===== src/xcfb_pkg.sv =====
// ----------------------------------------------------------------------------
// xcfb_pkg
// Shared widths, character codes, input modes, register indexes and the
// frame-kind state type of the XOR-checked frame builder.
// ----------------------------------------------------------------------------
package xcfb_pkg;

  // Field widths
  localparam int BYTE_W     = 8;
  localparam int NUM_W      = 24;
  localparam int MODE_W     = 3;
  localparam int SIZE_REG_W = 13;
  localparam int CFG_IDX_W  = 2;
  localparam int CFG_DATA_W = 13;

  // Result burst: longest frame produced by one transaction
  localparam int BURST_MAX = 8;
  localparam int BCNT_W    = 4;

  // Largest file block size, default
  localparam int BLOCK_MAX_DEF = 4096;

  // Register reset values
  localparam logic [SIZE_REG_W-1:0] BLOCK_SIZE_RST = 13'd4096;
  localparam logic [BYTE_W-1:0]     BLOCK_END_RST  = 8'd23;

  // Framing characters
  localparam logic [BYTE_W-1:0] CH_NUL = 8'h00;
  localparam logic [BYTE_W-1:0] CH_SOH = 8'h01;
  localparam logic [BYTE_W-1:0] CH_STX = 8'h02;
  localparam logic [BYTE_W-1:0] CH_ETX = 8'h03;

  // Input modes
  localparam logic [MODE_W-1:0] MODE_HANDSHAKE  = 3'd0;
  localparam logic [MODE_W-1:0] MODE_REPEAT     = 3'd1;
  localparam logic [MODE_W-1:0] MODE_FILE_START = 3'd2;
  localparam logic [MODE_W-1:0] MODE_PAYLOAD    = 3'd3;
  localparam logic [MODE_W-1:0] MODE_PAD        = 3'd4;
  localparam logic [MODE_W-1:0] MODE_TEXT_START = 3'd5;
  localparam logic [MODE_W-1:0] MODE_TEXT_CHAR  = 3'd6;
  localparam logic [MODE_W-1:0] MODE_TEXT_END   = 3'd7;

  // Configuration register indexes
  localparam logic [CFG_IDX_W-1:0] REG_BLOCK_SIZE = 2'd0;
  localparam logic [CFG_IDX_W-1:0] REG_BLOCK_END  = 2'd1;

  // Open frame kind, one-hot
  typedef enum logic [2:0] {
    KIND_NONE = 3'b001,
    KIND_FILE = 3'b010,
    KIND_TEXT = 3'b100
  } kind_t;

endpackage


===== src/xcfb_in_if.sv =====
// ----------------------------------------------------------------------------
// xcfb_in_if
// Input channel: one framing command per transaction.
// ----------------------------------------------------------------------------
interface xcfb_in_if;
  logic                              valid;
  logic                              ready;
  logic [xcfb_pkg::MODE_W-1:0]       mode;
  logic [xcfb_pkg::NUM_W-1:0]        number;
  logic [xcfb_pkg::NUM_W-1:0]        total;
  logic [xcfb_pkg::BYTE_W-1:0]       data;

  modport source (output valid, output mode, output number, output total,
                  output data, input ready);
  modport sink   (input valid, input mode, input number, input total,
                  input data, output ready);
endinterface


===== src/xcfb_out_if.sv =====
// ----------------------------------------------------------------------------
// xcfb_out_if
// Result channel: one stream byte with its flags per transaction.
// ----------------------------------------------------------------------------
interface xcfb_out_if;
  logic                        valid;
  logic                        ready;
  logic [xcfb_pkg::BYTE_W-1:0] out_byte;
  logic                        frame_end;
  logic                        run_last;
  logic                        error;

  modport source (output valid, output out_byte, output frame_end,
                  output run_last, output error, input ready);
  modport sink   (input valid, input out_byte, input frame_end,
                  input run_last, input error, output ready);
endinterface


===== src/xcfb_cfg_if.sv =====
// ----------------------------------------------------------------------------
// xcfb_cfg_if
// Configuration write channel: register index and write data.
// ----------------------------------------------------------------------------
interface xcfb_cfg_if;
  logic                            valid;
  logic                            ready;
  logic [xcfb_pkg::CFG_IDX_W-1:0]  index;
  logic [xcfb_pkg::CFG_DATA_W-1:0] data;

  modport source (output valid, output index, output data, input ready);
  modport sink   (input valid, input index, input data, output ready);
endinterface


===== src/xor_checked_frame_builder_core.sv =====
// Latency: the first result of an accepted transaction is offered in the next cycle.
// Throughput: one result per cycle from a shifting burst register unless out_ch.ready
// is low; a command of N results holds the input until its last is taken (handshake 8,
// repeat 7, file start 6, block close 3, text start/end 2, payload/pad/char 1).
// Reset (rst_n low, synchronous): no frame open, checksum and fill cleared, burst
// empty, block_size back to 4096 and block_end_char to 23.
// ----------------------------------------------------------------------------
// xor_checked_frame_builder_core
// Builds SOH ... checksum framed handshake, repeat request, file block and
// text frames from a command stream, one output byte per transaction.
// ----------------------------------------------------------------------------
module xor_checked_frame_builder_core #(
  parameter int BLOCK_MAX = xcfb_pkg::BLOCK_MAX_DEF
) (
  input  logic            clk,
  input  logic            rst_n,
  xcfb_in_if.sink         in_ch,
  xcfb_out_if.source      out_ch,
  xcfb_cfg_if.sink        cfg_ch
);

  localparam int SIZE_W = ($clog2(BLOCK_MAX + 1) > xcfb_pkg::SIZE_REG_W) ?
                          $clog2(BLOCK_MAX + 1) : xcfb_pkg::SIZE_REG_W;
  localparam logic [SIZE_W-1:0] BLOCK_MAX_V = SIZE_W'(BLOCK_MAX);
  localparam int BW = xcfb_pkg::BYTE_W;
  localparam int SW = xcfb_pkg::SIZE_REG_W;

  // Configuration registers
  logic [SW-1:0]         block_size_r;
  logic [BW-1:0]         block_end_r;

  // Frame state
  xcfb_pkg::kind_t       kind_r, kind_nxt;
  logic [BW-1:0]         xor_r, xor_nxt;
  logic [SW-1:0]         fill_r, fill_nxt;
  logic                  more_r, more_nxt;

  // Result burst
  logic [BW-1:0]                 bst_r   [xcfb_pkg::BURST_MAX];
  logic [BW-1:0]                 bst_nxt [xcfb_pkg::BURST_MAX];
  logic [xcfb_pkg::BCNT_W-1:0]   cnt_r, cnt_nxt;
  logic                          close_r, close_nxt;
  logic                          err_r, err_nxt;

  logic                  in_fire, out_fire;
  logic [SIZE_W-1:0]     eff_size;
  logic [SW-1:0]         fill_inc;
  logic                  full;
  logic [BW-1:0]         fill_b, term_b;
  logic                  ok;

  // Handshakes
  assign in_fire     = in_ch.valid & in_ch.ready;
  assign out_fire    = out_ch.valid & out_ch.ready;
  assign in_ch.ready = (cnt_r == '0) ||
                       ((cnt_r == xcfb_pkg::BCNT_W'(1)) && out_ch.ready);
  assign cfg_ch.ready = 1'b1;

  // Result port
  assign out_ch.valid     = (cnt_r != '0);
  assign out_ch.out_byte  = bst_r[0];
  assign out_ch.run_last  = (cnt_r == xcfb_pkg::BCNT_W'(1));
  assign out_ch.frame_end = out_ch.run_last & close_r;
  assign out_ch.error     = err_r;

  // Effective block size, clamped to 1..BLOCK_MAX
  always_comb begin
    eff_size = SIZE_W'(block_size_r);
    if (eff_size == '0) begin
      eff_size = SIZE_W'(1);
    end else if (eff_size > BLOCK_MAX_V) begin
      eff_size = BLOCK_MAX_V;
    end
  end

  assign fill_inc = fill_r + SW'(1);
  assign full     = (SIZE_W'(fill_inc) >= eff_size);
  assign fill_b   = (in_ch.mode == xcfb_pkg::MODE_PAD) ? xcfb_pkg::CH_NUL : in_ch.data;
  assign term_b   = more_r ? block_end_r : xcfb_pkg::CH_ETX;

  // Order check against the open frame
  always_comb begin
    unique case (in_ch.mode) inside
      xcfb_pkg::MODE_PAYLOAD,
      xcfb_pkg::MODE_PAD:       ok = (kind_r == xcfb_pkg::KIND_FILE);
      xcfb_pkg::MODE_TEXT_CHAR,
      xcfb_pkg::MODE_TEXT_END:  ok = (kind_r == xcfb_pkg::KIND_TEXT);
      default:                  ok = (kind_r == xcfb_pkg::KIND_NONE);
    endcase
  end

  // Frame bytes, checksum and next state for one command
  always_comb begin
    for (int i = 0; i < xcfb_pkg::BURST_MAX; i++) begin
      bst_nxt[i] = xcfb_pkg::CH_NUL;
    end
    cnt_nxt   = xcfb_pkg::BCNT_W'(1);
    close_nxt = 1'b0;
    err_nxt   = 1'b0;
    kind_nxt  = kind_r;
    xor_nxt   = xor_r;
    fill_nxt  = fill_r;
    more_nxt  = more_r;

    if (!ok) begin
      err_nxt = 1'b1;
    end else begin
      unique case (in_ch.mode) inside
        xcfb_pkg::MODE_HANDSHAKE: begin
          bst_nxt[0] = xcfb_pkg::CH_SOH;
          bst_nxt[1] = xcfb_pkg::CH_NUL;
          bst_nxt[2] = in_ch.total[23:16];
          bst_nxt[3] = in_ch.total[15:8];
          bst_nxt[4] = in_ch.total[7:0];
          bst_nxt[5] = xcfb_pkg::CH_STX;
          bst_nxt[6] = xcfb_pkg::CH_ETX;
          bst_nxt[7] = xcfb_pkg::CH_SOH ^ in_ch.total[23:16] ^ in_ch.total[15:8] ^
                       in_ch.total[7:0] ^ xcfb_pkg::CH_STX ^ xcfb_pkg::CH_ETX;
          cnt_nxt    = xcfb_pkg::BCNT_W'(8);
          close_nxt  = 1'b1;
          xor_nxt    = '0;
        end
        xcfb_pkg::MODE_REPEAT: begin
          bst_nxt[0] = xcfb_pkg::CH_SOH;
          bst_nxt[1] = xcfb_pkg::CH_STX;
          bst_nxt[2] = in_ch.number[23:16];
          bst_nxt[3] = in_ch.number[15:8];
          bst_nxt[4] = in_ch.number[7:0];
          bst_nxt[5] = xcfb_pkg::CH_ETX;
          bst_nxt[6] = xcfb_pkg::CH_SOH ^ xcfb_pkg::CH_STX ^ in_ch.number[23:16] ^
                       in_ch.number[15:8] ^ in_ch.number[7:0] ^ xcfb_pkg::CH_ETX;
          cnt_nxt    = xcfb_pkg::BCNT_W'(7);
          close_nxt  = 1'b1;
          xor_nxt    = '0;
        end
        xcfb_pkg::MODE_FILE_START: begin
          bst_nxt[0] = xcfb_pkg::CH_SOH;
          bst_nxt[1] = xcfb_pkg::CH_NUL;
          bst_nxt[2] = in_ch.number[23:16];
          bst_nxt[3] = in_ch.number[15:8];
          bst_nxt[4] = in_ch.number[7:0];
          bst_nxt[5] = xcfb_pkg::CH_STX;
          cnt_nxt    = xcfb_pkg::BCNT_W'(6);
          xor_nxt    = xcfb_pkg::CH_SOH ^ in_ch.number[23:16] ^ in_ch.number[15:8] ^
                       in_ch.number[7:0] ^ xcfb_pkg::CH_STX;
          kind_nxt   = xcfb_pkg::KIND_FILE;
          fill_nxt   = '0;
          more_nxt   = (in_ch.number < in_ch.total);
        end
        xcfb_pkg::MODE_PAYLOAD,
        xcfb_pkg::MODE_PAD: begin
          bst_nxt[0] = fill_b;
          if (full) begin
            // block full: terminator and checksum close it
            bst_nxt[1] = term_b;
            bst_nxt[2] = xor_r ^ fill_b ^ term_b;
            cnt_nxt    = xcfb_pkg::BCNT_W'(3);
            close_nxt  = 1'b1;
            xor_nxt    = '0;
            kind_nxt   = xcfb_pkg::KIND_NONE;
            fill_nxt   = '0;
            more_nxt   = 1'b0;
          end else begin
            xor_nxt    = xor_r ^ fill_b;
            fill_nxt   = fill_inc;
          end
        end
        xcfb_pkg::MODE_TEXT_START: begin
          bst_nxt[0] = xcfb_pkg::CH_SOH;
          bst_nxt[1] = xcfb_pkg::CH_STX;
          cnt_nxt    = xcfb_pkg::BCNT_W'(2);
          xor_nxt    = xcfb_pkg::CH_SOH ^ xcfb_pkg::CH_STX;
          kind_nxt   = xcfb_pkg::KIND_TEXT;
        end
        xcfb_pkg::MODE_TEXT_CHAR: begin
          bst_nxt[0] = in_ch.data;
          xor_nxt    = xor_r ^ in_ch.data;
        end
        xcfb_pkg::MODE_TEXT_END: begin
          bst_nxt[0] = xcfb_pkg::CH_ETX;
          bst_nxt[1] = xor_r ^ xcfb_pkg::CH_ETX;
          cnt_nxt    = xcfb_pkg::BCNT_W'(2);
          close_nxt  = 1'b1;
          xor_nxt    = '0;
          kind_nxt   = xcfb_pkg::KIND_NONE;
        end
        default: begin
        end
      endcase
    end
  end

  // Configuration writes
  always_ff @(posedge clk) begin
    if (!rst_n) begin
      block_size_r <= xcfb_pkg::BLOCK_SIZE_RST;
      block_end_r  <= xcfb_pkg::BLOCK_END_RST;
    end else if (cfg_ch.valid && cfg_ch.ready) begin
      unique case (cfg_ch.index)
        xcfb_pkg::REG_BLOCK_SIZE: block_size_r <= cfg_ch.data;
        xcfb_pkg::REG_BLOCK_END:  block_end_r  <= cfg_ch.data[BW-1:0];
        default: begin
        end
      endcase
    end
  end

  // Frame state and burst control
  always_ff @(posedge clk) begin
    if (!rst_n) begin
      kind_r  <= xcfb_pkg::KIND_NONE;
      xor_r   <= '0;
      fill_r  <= '0;
      more_r  <= 1'b0;
      cnt_r   <= '0;
      close_r <= 1'b0;
      err_r   <= 1'b0;
    end else if (in_fire) begin
      kind_r  <= kind_nxt;
      xor_r   <= xor_nxt;
      fill_r  <= fill_nxt;
      more_r  <= more_nxt;
      cnt_r   <= cnt_nxt;
      close_r <= close_nxt;
      err_r   <= err_nxt;
    end else if (out_fire) begin
      cnt_r   <= cnt_r - xcfb_pkg::BCNT_W'(1);
    end
  end

  // Burst bytes: load on a new transaction, shift down as results leave
  always_ff @(posedge clk) begin
    if (in_fire) begin
      for (int i = 0; i < xcfb_pkg::BURST_MAX; i++) begin
        bst_r[i] <= bst_nxt[i];
      end
    end else if (out_fire) begin
      for (int i = 0; i < xcfb_pkg::BURST_MAX - 1; i++) begin
        bst_r[i] <= bst_r[i+1];
      end
    end
  end

`ifndef NO_ASSERTIONS
  // A rejected command leaves the frame state untouched
  a_err_keeps_state: assert property (@(posedge clk) disable iff (!rst_n)
    (in_fire && !ok) |=> ($stable(kind_r) && $stable(xor_r) && $stable(fill_r) &&
                          $stable(more_r)))
    else $error("frame state changed on a rejected command");

  // Fill count and last-block flag are only live inside a file block
  a_fill_idle: assert property (@(posedge clk) disable iff (!rst_n)
    (kind_r != xcfb_pkg::KIND_FILE) |-> (fill_r == '0 && !more_r))
    else $error("fill state set with no file block open");

  // Checksum is cleared whenever no frame is open
  a_xor_idle: assert property (@(posedge clk) disable iff (!rst_n)
    (kind_r == xcfb_pkg::KIND_NONE) |-> (xor_r == '0))
    else $error("checksum not cleared after frame close");

  // An error result is always a single-result burst
  a_err_single: assert property (@(posedge clk) disable iff (!rst_n)
    (out_ch.valid && err_r) |-> (out_ch.run_last && !close_r))
    else $error("error result not a lone result");
`endif

endmodule

===== src/flat_wrapper.sv =====
// flat-port wrapper written by rule: the top's interface ports become plain ports
module xor_checked_frame_builder_core_flat 
#(
  parameter int BLOCK_MAX = xcfb_pkg::BLOCK_MAX_DEF
)
  (clk, rst_n, in_ch_valid, in_ch_mode, in_ch_number, in_ch_total, in_ch_data, in_ch_ready, out_ch_valid, out_ch_out_byte, out_ch_frame_end, out_ch_run_last, out_ch_error, out_ch_ready, cfg_ch_valid, cfg_ch_index, cfg_ch_data, cfg_ch_ready);
  xcfb_in_if in_ch_i ();
  xcfb_out_if out_ch_i ();
  xcfb_cfg_if cfg_ch_i ();
  input  logic clk;
  input  logic rst_n;
  input wire logic [$bits(in_ch_i.valid)-1:0] in_ch_valid;
  input wire logic [$bits(in_ch_i.mode)-1:0] in_ch_mode;
  input wire logic [$bits(in_ch_i.number)-1:0] in_ch_number;
  input wire logic [$bits(in_ch_i.total)-1:0] in_ch_total;
  input wire logic [$bits(in_ch_i.data)-1:0] in_ch_data;
  output wire logic [$bits(in_ch_i.ready)-1:0] in_ch_ready;
  output wire logic [$bits(out_ch_i.valid)-1:0] out_ch_valid;
  output wire logic [$bits(out_ch_i.out_byte)-1:0] out_ch_out_byte;
  output wire logic [$bits(out_ch_i.frame_end)-1:0] out_ch_frame_end;
  output wire logic [$bits(out_ch_i.run_last)-1:0] out_ch_run_last;
  output wire logic [$bits(out_ch_i.error)-1:0] out_ch_error;
  input wire logic [$bits(out_ch_i.ready)-1:0] out_ch_ready;
  input wire logic [$bits(cfg_ch_i.valid)-1:0] cfg_ch_valid;
  input wire logic [$bits(cfg_ch_i.index)-1:0] cfg_ch_index;
  input wire logic [$bits(cfg_ch_i.data)-1:0] cfg_ch_data;
  output wire logic [$bits(cfg_ch_i.ready)-1:0] cfg_ch_ready;
  assign in_ch_i.valid = in_ch_valid;
  assign in_ch_i.mode = in_ch_mode;
  assign in_ch_i.number = in_ch_number;
  assign in_ch_i.total = in_ch_total;
  assign in_ch_i.data = in_ch_data;
  assign in_ch_ready = in_ch_i.ready;
  assign out_ch_valid = out_ch_i.valid;
  assign out_ch_out_byte = out_ch_i.out_byte;
  assign out_ch_frame_end = out_ch_i.frame_end;
  assign out_ch_run_last = out_ch_i.run_last;
  assign out_ch_error = out_ch_i.error;
  assign out_ch_i.ready = out_ch_ready;
  assign cfg_ch_i.valid = cfg_ch_valid;
  assign cfg_ch_i.index = cfg_ch_index;
  assign cfg_ch_i.data = cfg_ch_data;
  assign cfg_ch_ready = cfg_ch_i.ready;
  xor_checked_frame_builder_core #(.BLOCK_MAX(BLOCK_MAX)) u_core (.clk(clk), .rst_n(rst_n), .in_ch(in_ch_i), .out_ch(out_ch_i), .cfg_ch(cfg_ch_i));
endmodule

===== config.mk =====
export PLATFORM = sky130hd
export DESIGN_NAME = xor_checked_frame_builder_core_flat
export DESIGN_NICKNAME = d
export VERILOG_FILES = /design/src/xcfb_pkg.sv /design/src/xcfb_in_if.sv /design/src/xcfb_out_if.sv /design/src/xcfb_cfg_if.sv /design/src/xor_checked_frame_builder_core.sv /design/src/flat_wrapper.sv
export SDC_FILE = /design/constraint.sdc
export NUM_CORES = 1
export LEC_CHECK = 0
export BUFFER_PORTS_ARGS = -buffer_cell sky130_fd_sc_hd__clkbuf_2
export CORE_ASPECT_RATIO = 0.8
export CORE_MARGIN = 8
export CORE_UTILIZATION = 63
export CTS_CLUSTER_DIAMETER = 100
export DETAILED_ROUTE_END_ITERATION = 10
export PLACE_DENSITY = 0.82
export SLEW_MARGIN = 20
export SYNTH_ARGS = -nofsm -noshare
export SYNTH_HDL_FRONTEND = slang
export SYNTH_SLANG_ARGS = --single-unit

===== constraint.sdc =====
create_clock -name clk -period 7.8 [get_ports clk]
set_input_delay 1.56 -clock clk [delete_from_list [all_inputs] [get_ports clk]]
set_output_delay 1.56 -clock clk [all_outputs]
set_load 0.05 [all_outputs]

Word level (Yosys, flattened, before mapping)
Memories as Yosys holds them, arrays and structs flattened.
Index checks and enable logic that the tools add are counted.
{"block": "word_totals", "register_bits": 52, "ram_bits": 64, "out_inout_bits": 14, "word_cells": 121, "mem_count": 1}
{"block": "op_classes", "n_addsub": 2, "magnitude_cmp": 3, "eq_ne": 13, "muxes": 42, "bitwise": 27, "reduce_logical": 24}
{"name": "u_core.bst_r", "words": 8, "word_bits": 8, "read_ports": 8, "rd_ports_with_merged_regs": 0, "write_ports": 8, "line": "xor_checked_frame_builder_core.sv:39", "source": "logic [BW-1:0] bst_r [xcfb_pkg::BURST_MAX];"}
{"op": "$mux W8", "count": 11}
{"op": "$pmux W24 S3", "count": 1}
{"op": "$xor A8 B8 Y8", "count": 9}
{"op": "$mux W64", "count": 1}
{"op": "$pmux W8 S3", "count": 2}
{"op": "$pmux W8 S5", "count": 1}
{"op": "$mux W13", "count": 3}
{"op": "$pmux W8 S4", "count": 1}
{"op": "$pmux W13 S2", "count": 1}
{"op": "$lt A24 B24 Y1", "count": 1}
{"op": "$pmux W4 S5", "count": 1}
{"op": "$mux W16", "count": 1}
{"op": "$pmux W8 S2", "count": 1}
{"op": "$eq A3 B3 Y1 const B", "count": 5}
{"op": "$add A13 B1 Y13 const B", "count": 1}
{"op": "$ge A13 B13 Y1", "count": 1}
{"op": "$gt A13 B13 Y1 const B", "count": 1}
{"op": "$logic_not A13 Y1", "count": 1}
{"op": "$mux W4", "count": 3}
{"op": "$pmux W3 S4", "count": 1}
{"op": "$reduce_or A2 Y1", "count": 5}
{"op": "$eq A3 B2 Y1 const B", "count": 3}
{"op": "$mux W1", "count": 9}
{"op": "$not A2 Y2", "count": 4}
{"op": "24 further kinds", "count": 43}

Depth between registers and ports, before layout
{"block": "depth", "ltp_word": 8, "depth_mapped": 15}

Worst setup path after synthesis
Ideal clock, no wire load.
{"block": "synth_timing", "path_type": "in2reg", "startpoint": "input port in_ch_mode[2]", "endpoint": "register u_core.kind_r[0]", "setup_time_ps": 127, "t_arrival_ps": 3464, "slack_ps": 4209, "stages": 9, "path_buffers": 2, "cell_sequence": "buf_4 -> or3b_1 -> buf_6 -> a21boi_4 -> nor4_4 -> o21ai_1 -> a32o_1 -> a221oi_1 -> o21ai_1"}
{"block": "synth_via", "elab_chain_len": 4, "elab_cells_between_ends": 13, "classes_between": "eq/ne (7); mux (2); reduce/logical (4)"}
{"element": "start, declared", "line": "flat_wrapper.sv:13", "source": "input wire logic [$bits(in_ch_i.mode)-1:0] in_ch_mode;"}
{"element": "$eq A3 B3 Y1 (no source line) / $eq A3 B2 Y1 (equally long branches)"}
{"element": "$reduce_or A2 Y1 (on tied branches)", "line": "xor_checked_frame_builder_core.sv:83, xor_checked_frame_builder_core.sv:108"}
{"element": "$pmux W1 S2, or another cell as far along", "line": "xor_checked_frame_builder_core.sv:83", "source": "unique case (in_ch.mode) inside"}
{"element": "$reduce_and A4 Y1 (no source line)"}
{"element": "end signal, assigned", "line": "xor_checked_frame_builder_core.sv:211", "source": "kind_r <= xcfb_pkg::KIND_NONE;"}
{"element": "end signal, assigned", "line": "xor_checked_frame_builder_core.sv:219", "source": "kind_r <= kind_nxt;"}
{"element": "end, declared", "line": "xor_checked_frame_builder_core.sv:33", "source": "xcfb_pkg::kind_t kind_r, kind_nxt;"}
Several ways; a longest one is shown, not always the timed one.
A chain may end at the register's enable or synchronous reset.

==> results.toml <==
[global_route]
grt-ovfl-total = 0
grt_max_degree = 72
grt_pass1_vias = 6305
antenna_found_initial = 1
grt_usage_pct = 28.1
grt_pass1_wl_microns = 33100

[worst_setup_path]
endpoint_kind = "flip-flop"
cp.buffers_inverters = 0
r2r_slack_ns = 3.35
crit_fanout = 8
crit_required_ns = 8.02
crit_path_top_delay_cell = "a21oi_1"
cp.arrival_ns = 4.68
path_cells = "ha_1 -> nand3_1 -> nor2_1 -> and3_1 -> nand3_1 -> xnor2_1 -> ha_1 -> nand4_1 -> nor2_1 -> nand3_1 -> or2_2 -> a21oi_1 -> nand3_1 -> o221ai_1"
crit_path_start_kind = "flip-flop"
path_common_cell = "nand3_1"
max_stage_delay_ns = 0.54
crit_family = "simple AND/OR/NAND/NOR gates"
critPathKind = "flip-flop to flip-flop"

[floorplanning]
die_w_microns = 135
die-area_sq_um = 15000
core_area_sq_um = 10900
num_rows = 34
die_h_microns = 111
initial_core_util_pct = 65.1
ios = 93

[logic_synthesis]
synthMuxAreaShare_pct = 1.42
synthTopCellsByArea = "edfxtp_1 (27%), dfxtp_1 (15%), ha_1 (6.9%)"
syn-mean-instance-area_sq_um = 9.32
yosysMostFrequentCell = "nand2_1"
synth_edf_count = 64
synth_area_sq_um = 7120
synthAdderAreaFrac_pct = 6.99
yosysSeqAreaShare_pct = 41.6
ys_ff_latch = 116
netlist_top_cells_count = "nand2_1 (123), edfxtp_1 (64), dfxtp_1 (52)"
synth_cell_type_count = 66
syn_nets = 882
ys_warn_count = 0
synthCells = 764
synthXorXnorAreaFrac_pct = 8.36
synthDominantCellAreaShare_pct = 27.0
synth_compound_area_share_pct = 19.6
synth_top_family_by_area = "compound AO/OA/AOI/OAI gates"
synth_largest_area_cell = "edfxtp_1"
synthSimpleGateAreaFrac_pct = 16.9
synthArstFlopShare_pct = 0
synthFlopType = "edfxtp_1"

[clocking]
cts_resized = 0
clkTransAtPathRegs_ns = 0.06
cts_buffers = 17
cts_tree = "yes"
cts_max_path_buffers = 2
htreeDepth = 4
root_buffer = "clkbuf_16"
cts-hold-fix-buffers = 0
clk_latency_ns = 0.42
clkSinkCount = 116
cts_setup_buffers = 0

[sta]
worst_pin_slew_ns = 0.916
period_share_pct = 57.1
fmax_ghz = 0.225
rsz0062_at_grt = "no"
setup-violations-final = 0
drv_slew = 0
finalHoldViolations = 0
setup_tns_ns = 0
skew_ns = 0.0100
slew_headroom_pct = 38.7
min_period_ns = 4.45

[routing]
drt_iter0_drc = 835
viasPerCell = 6.40
vias = 6354
final_antenna_net_count = 0
drcViolationCount = 0
first_pass_iters = 8
drt_wl_total_microns = 21100
routedWlPerCell_microns = 21.2

[hold_path]
hp-class = "flip-flop to flip-flop"

[cells_and_area]
multi_input_area_sq_um = 3820
fillers = 796
fin_cells = 993
nNetsFinal = 954
regArea_sq_um = 2960
syn_to_final_growth_pct = 15.2
diodes = 0
drive_above_1_share_pct = 17.3

[outcome]
status = "finished, final reports clean"

[placed_design]
port_buffers = 91
dp_hpwl_microns = 15400
place_inst = 961
place.gp.congestion = 0.950

[power_and_ir_drop]
power_leakage_nw = 3.43
powerDensity_nw_per_um2 = 308
ir_drop_v = 0.000431

[flow_run]
max-cap-violations = 0
[final timing paths]
| kind | end | from | depth (start not counted) |
|---|---|---|---|
| worst max-delay path | u_core.bst_r[1][7]$_DFFE_PP_ | u_core.fill_r[0]$_SDFFE_PN0P_ | 14 |
| worst min-delay path | u_core.out_ch.error$_SDFFE_PN0P_ | u_core.out_ch.error$_SDFFE_PN0P_ | 1 |
| worst max register to register | u_core.bst_r[1][7]$_DFFE_PP_ | u_core.fill_r[0]$_SDFFE_PN0P_ | 14 |
| worst min register to register | u_core.out_ch.error$_SDFFE_PN0P_ | u_core.out_ch.error$_SDFFE_PN0P_ | 1 |
[sequential cells by signal, summed over array words and instances, names as in the netlist]
signal,flops
u_core.block_size_r,13
u_core.cnt_r,4
u_core.fill_r,13
u_core.more_r,1
u_core.xor_r,8
u_core.close_r,1
u_core.out_ch.error,1
u_core.kind_r,3
u_core.bst_r,64
u_core.block_end_r,8
[routing by layer]
metal | vias to the layer above | part of all wire (%) | routed length (microns) | global-route usage [%]
met2 | 348 | 46 | 9720 | 43.4
met5 | - | 0.057 | 12 | 0
li1 | 2919 | - | - | -
met4 | 2 | 2.5 | 530 | 10.3
met1 | 3031 | 43 | 9000 | 38.0
met3 | 54 | 8.5 | 1790 | 5.53
[cell usage in the layout (no fill, tap or decap), drive strengths merged, types with 31 or more instances in the layout]
cell type / instances
edfxtp: 64
dfxtp: 52
o21ai: 35
a21oi: 31
nand2: 123
inv: 35
nor2: 41
ha: 39
clkbuf: 114
a22oi: 34
xnor2: 40
[final cells by class]
cell class	instances	area share, %
multi-input combinational	567	46.6
sequential	116	36.1
timing repair buffer	97	6.10
clock buffer	23	6.09
tap	144	2.20
inverter	37	1.69
clock inverter	9	1.24
[power by group]
| part | internal (W) | switching, W | total, W |
|---|---|---|---|
| registers | 0.000901 | 0.0000749 | 0.000976 |
| clock network | 0.000512 | 0.000276 | 0.000788 |
| logic | 0.000221 | 0.000540 | 0.000760 |
| total | 0.00163 | 0.000891 | 0.00252 |
[stage by stage]
stage	total power (W)	instance area, sq um	setup WS (ns)	utilization [%]	hold WS, ns
after floorplan	0.00153	7120	4.21	-	0.435
after global placement	0.00169	7590	3.58	69.4	0.453
after detailed placement	0.00172	7590	3.45	69.4	0.456
after CTS	0.00252	8190	3.43	74.9	0.474
after global routing	0.00262	8200	3.02	75.0	0.488
final	0.00252	8200	3.35	75.0	0.477
[worst register-to-register path, stage by stage, from the launching register on]
cell and delay (ns):
dfxtp_1 0.43, ha_1 0.26, nand3_1 0.18, nor2_1 0.26
and3_1 0.29, nand3_1 0.17, xnor2_1 0.20, ha_1 0.32
nand4_1 0.15, nor2_1 0.13, nand3_1 0.10, or2_2 0.35
a21oi_1 0.54, nand3_1 0.48, o221ai_1 0.40
[cells by family after synthesis]
group / after synthesis
simple gates: 250
compound gates: 198
flops: 116
buf+inv: 81
xor+xnor: 68
fa+ha+maj: 40
mux: 10
other cells: 1
(Power assumes the default switching activity.)
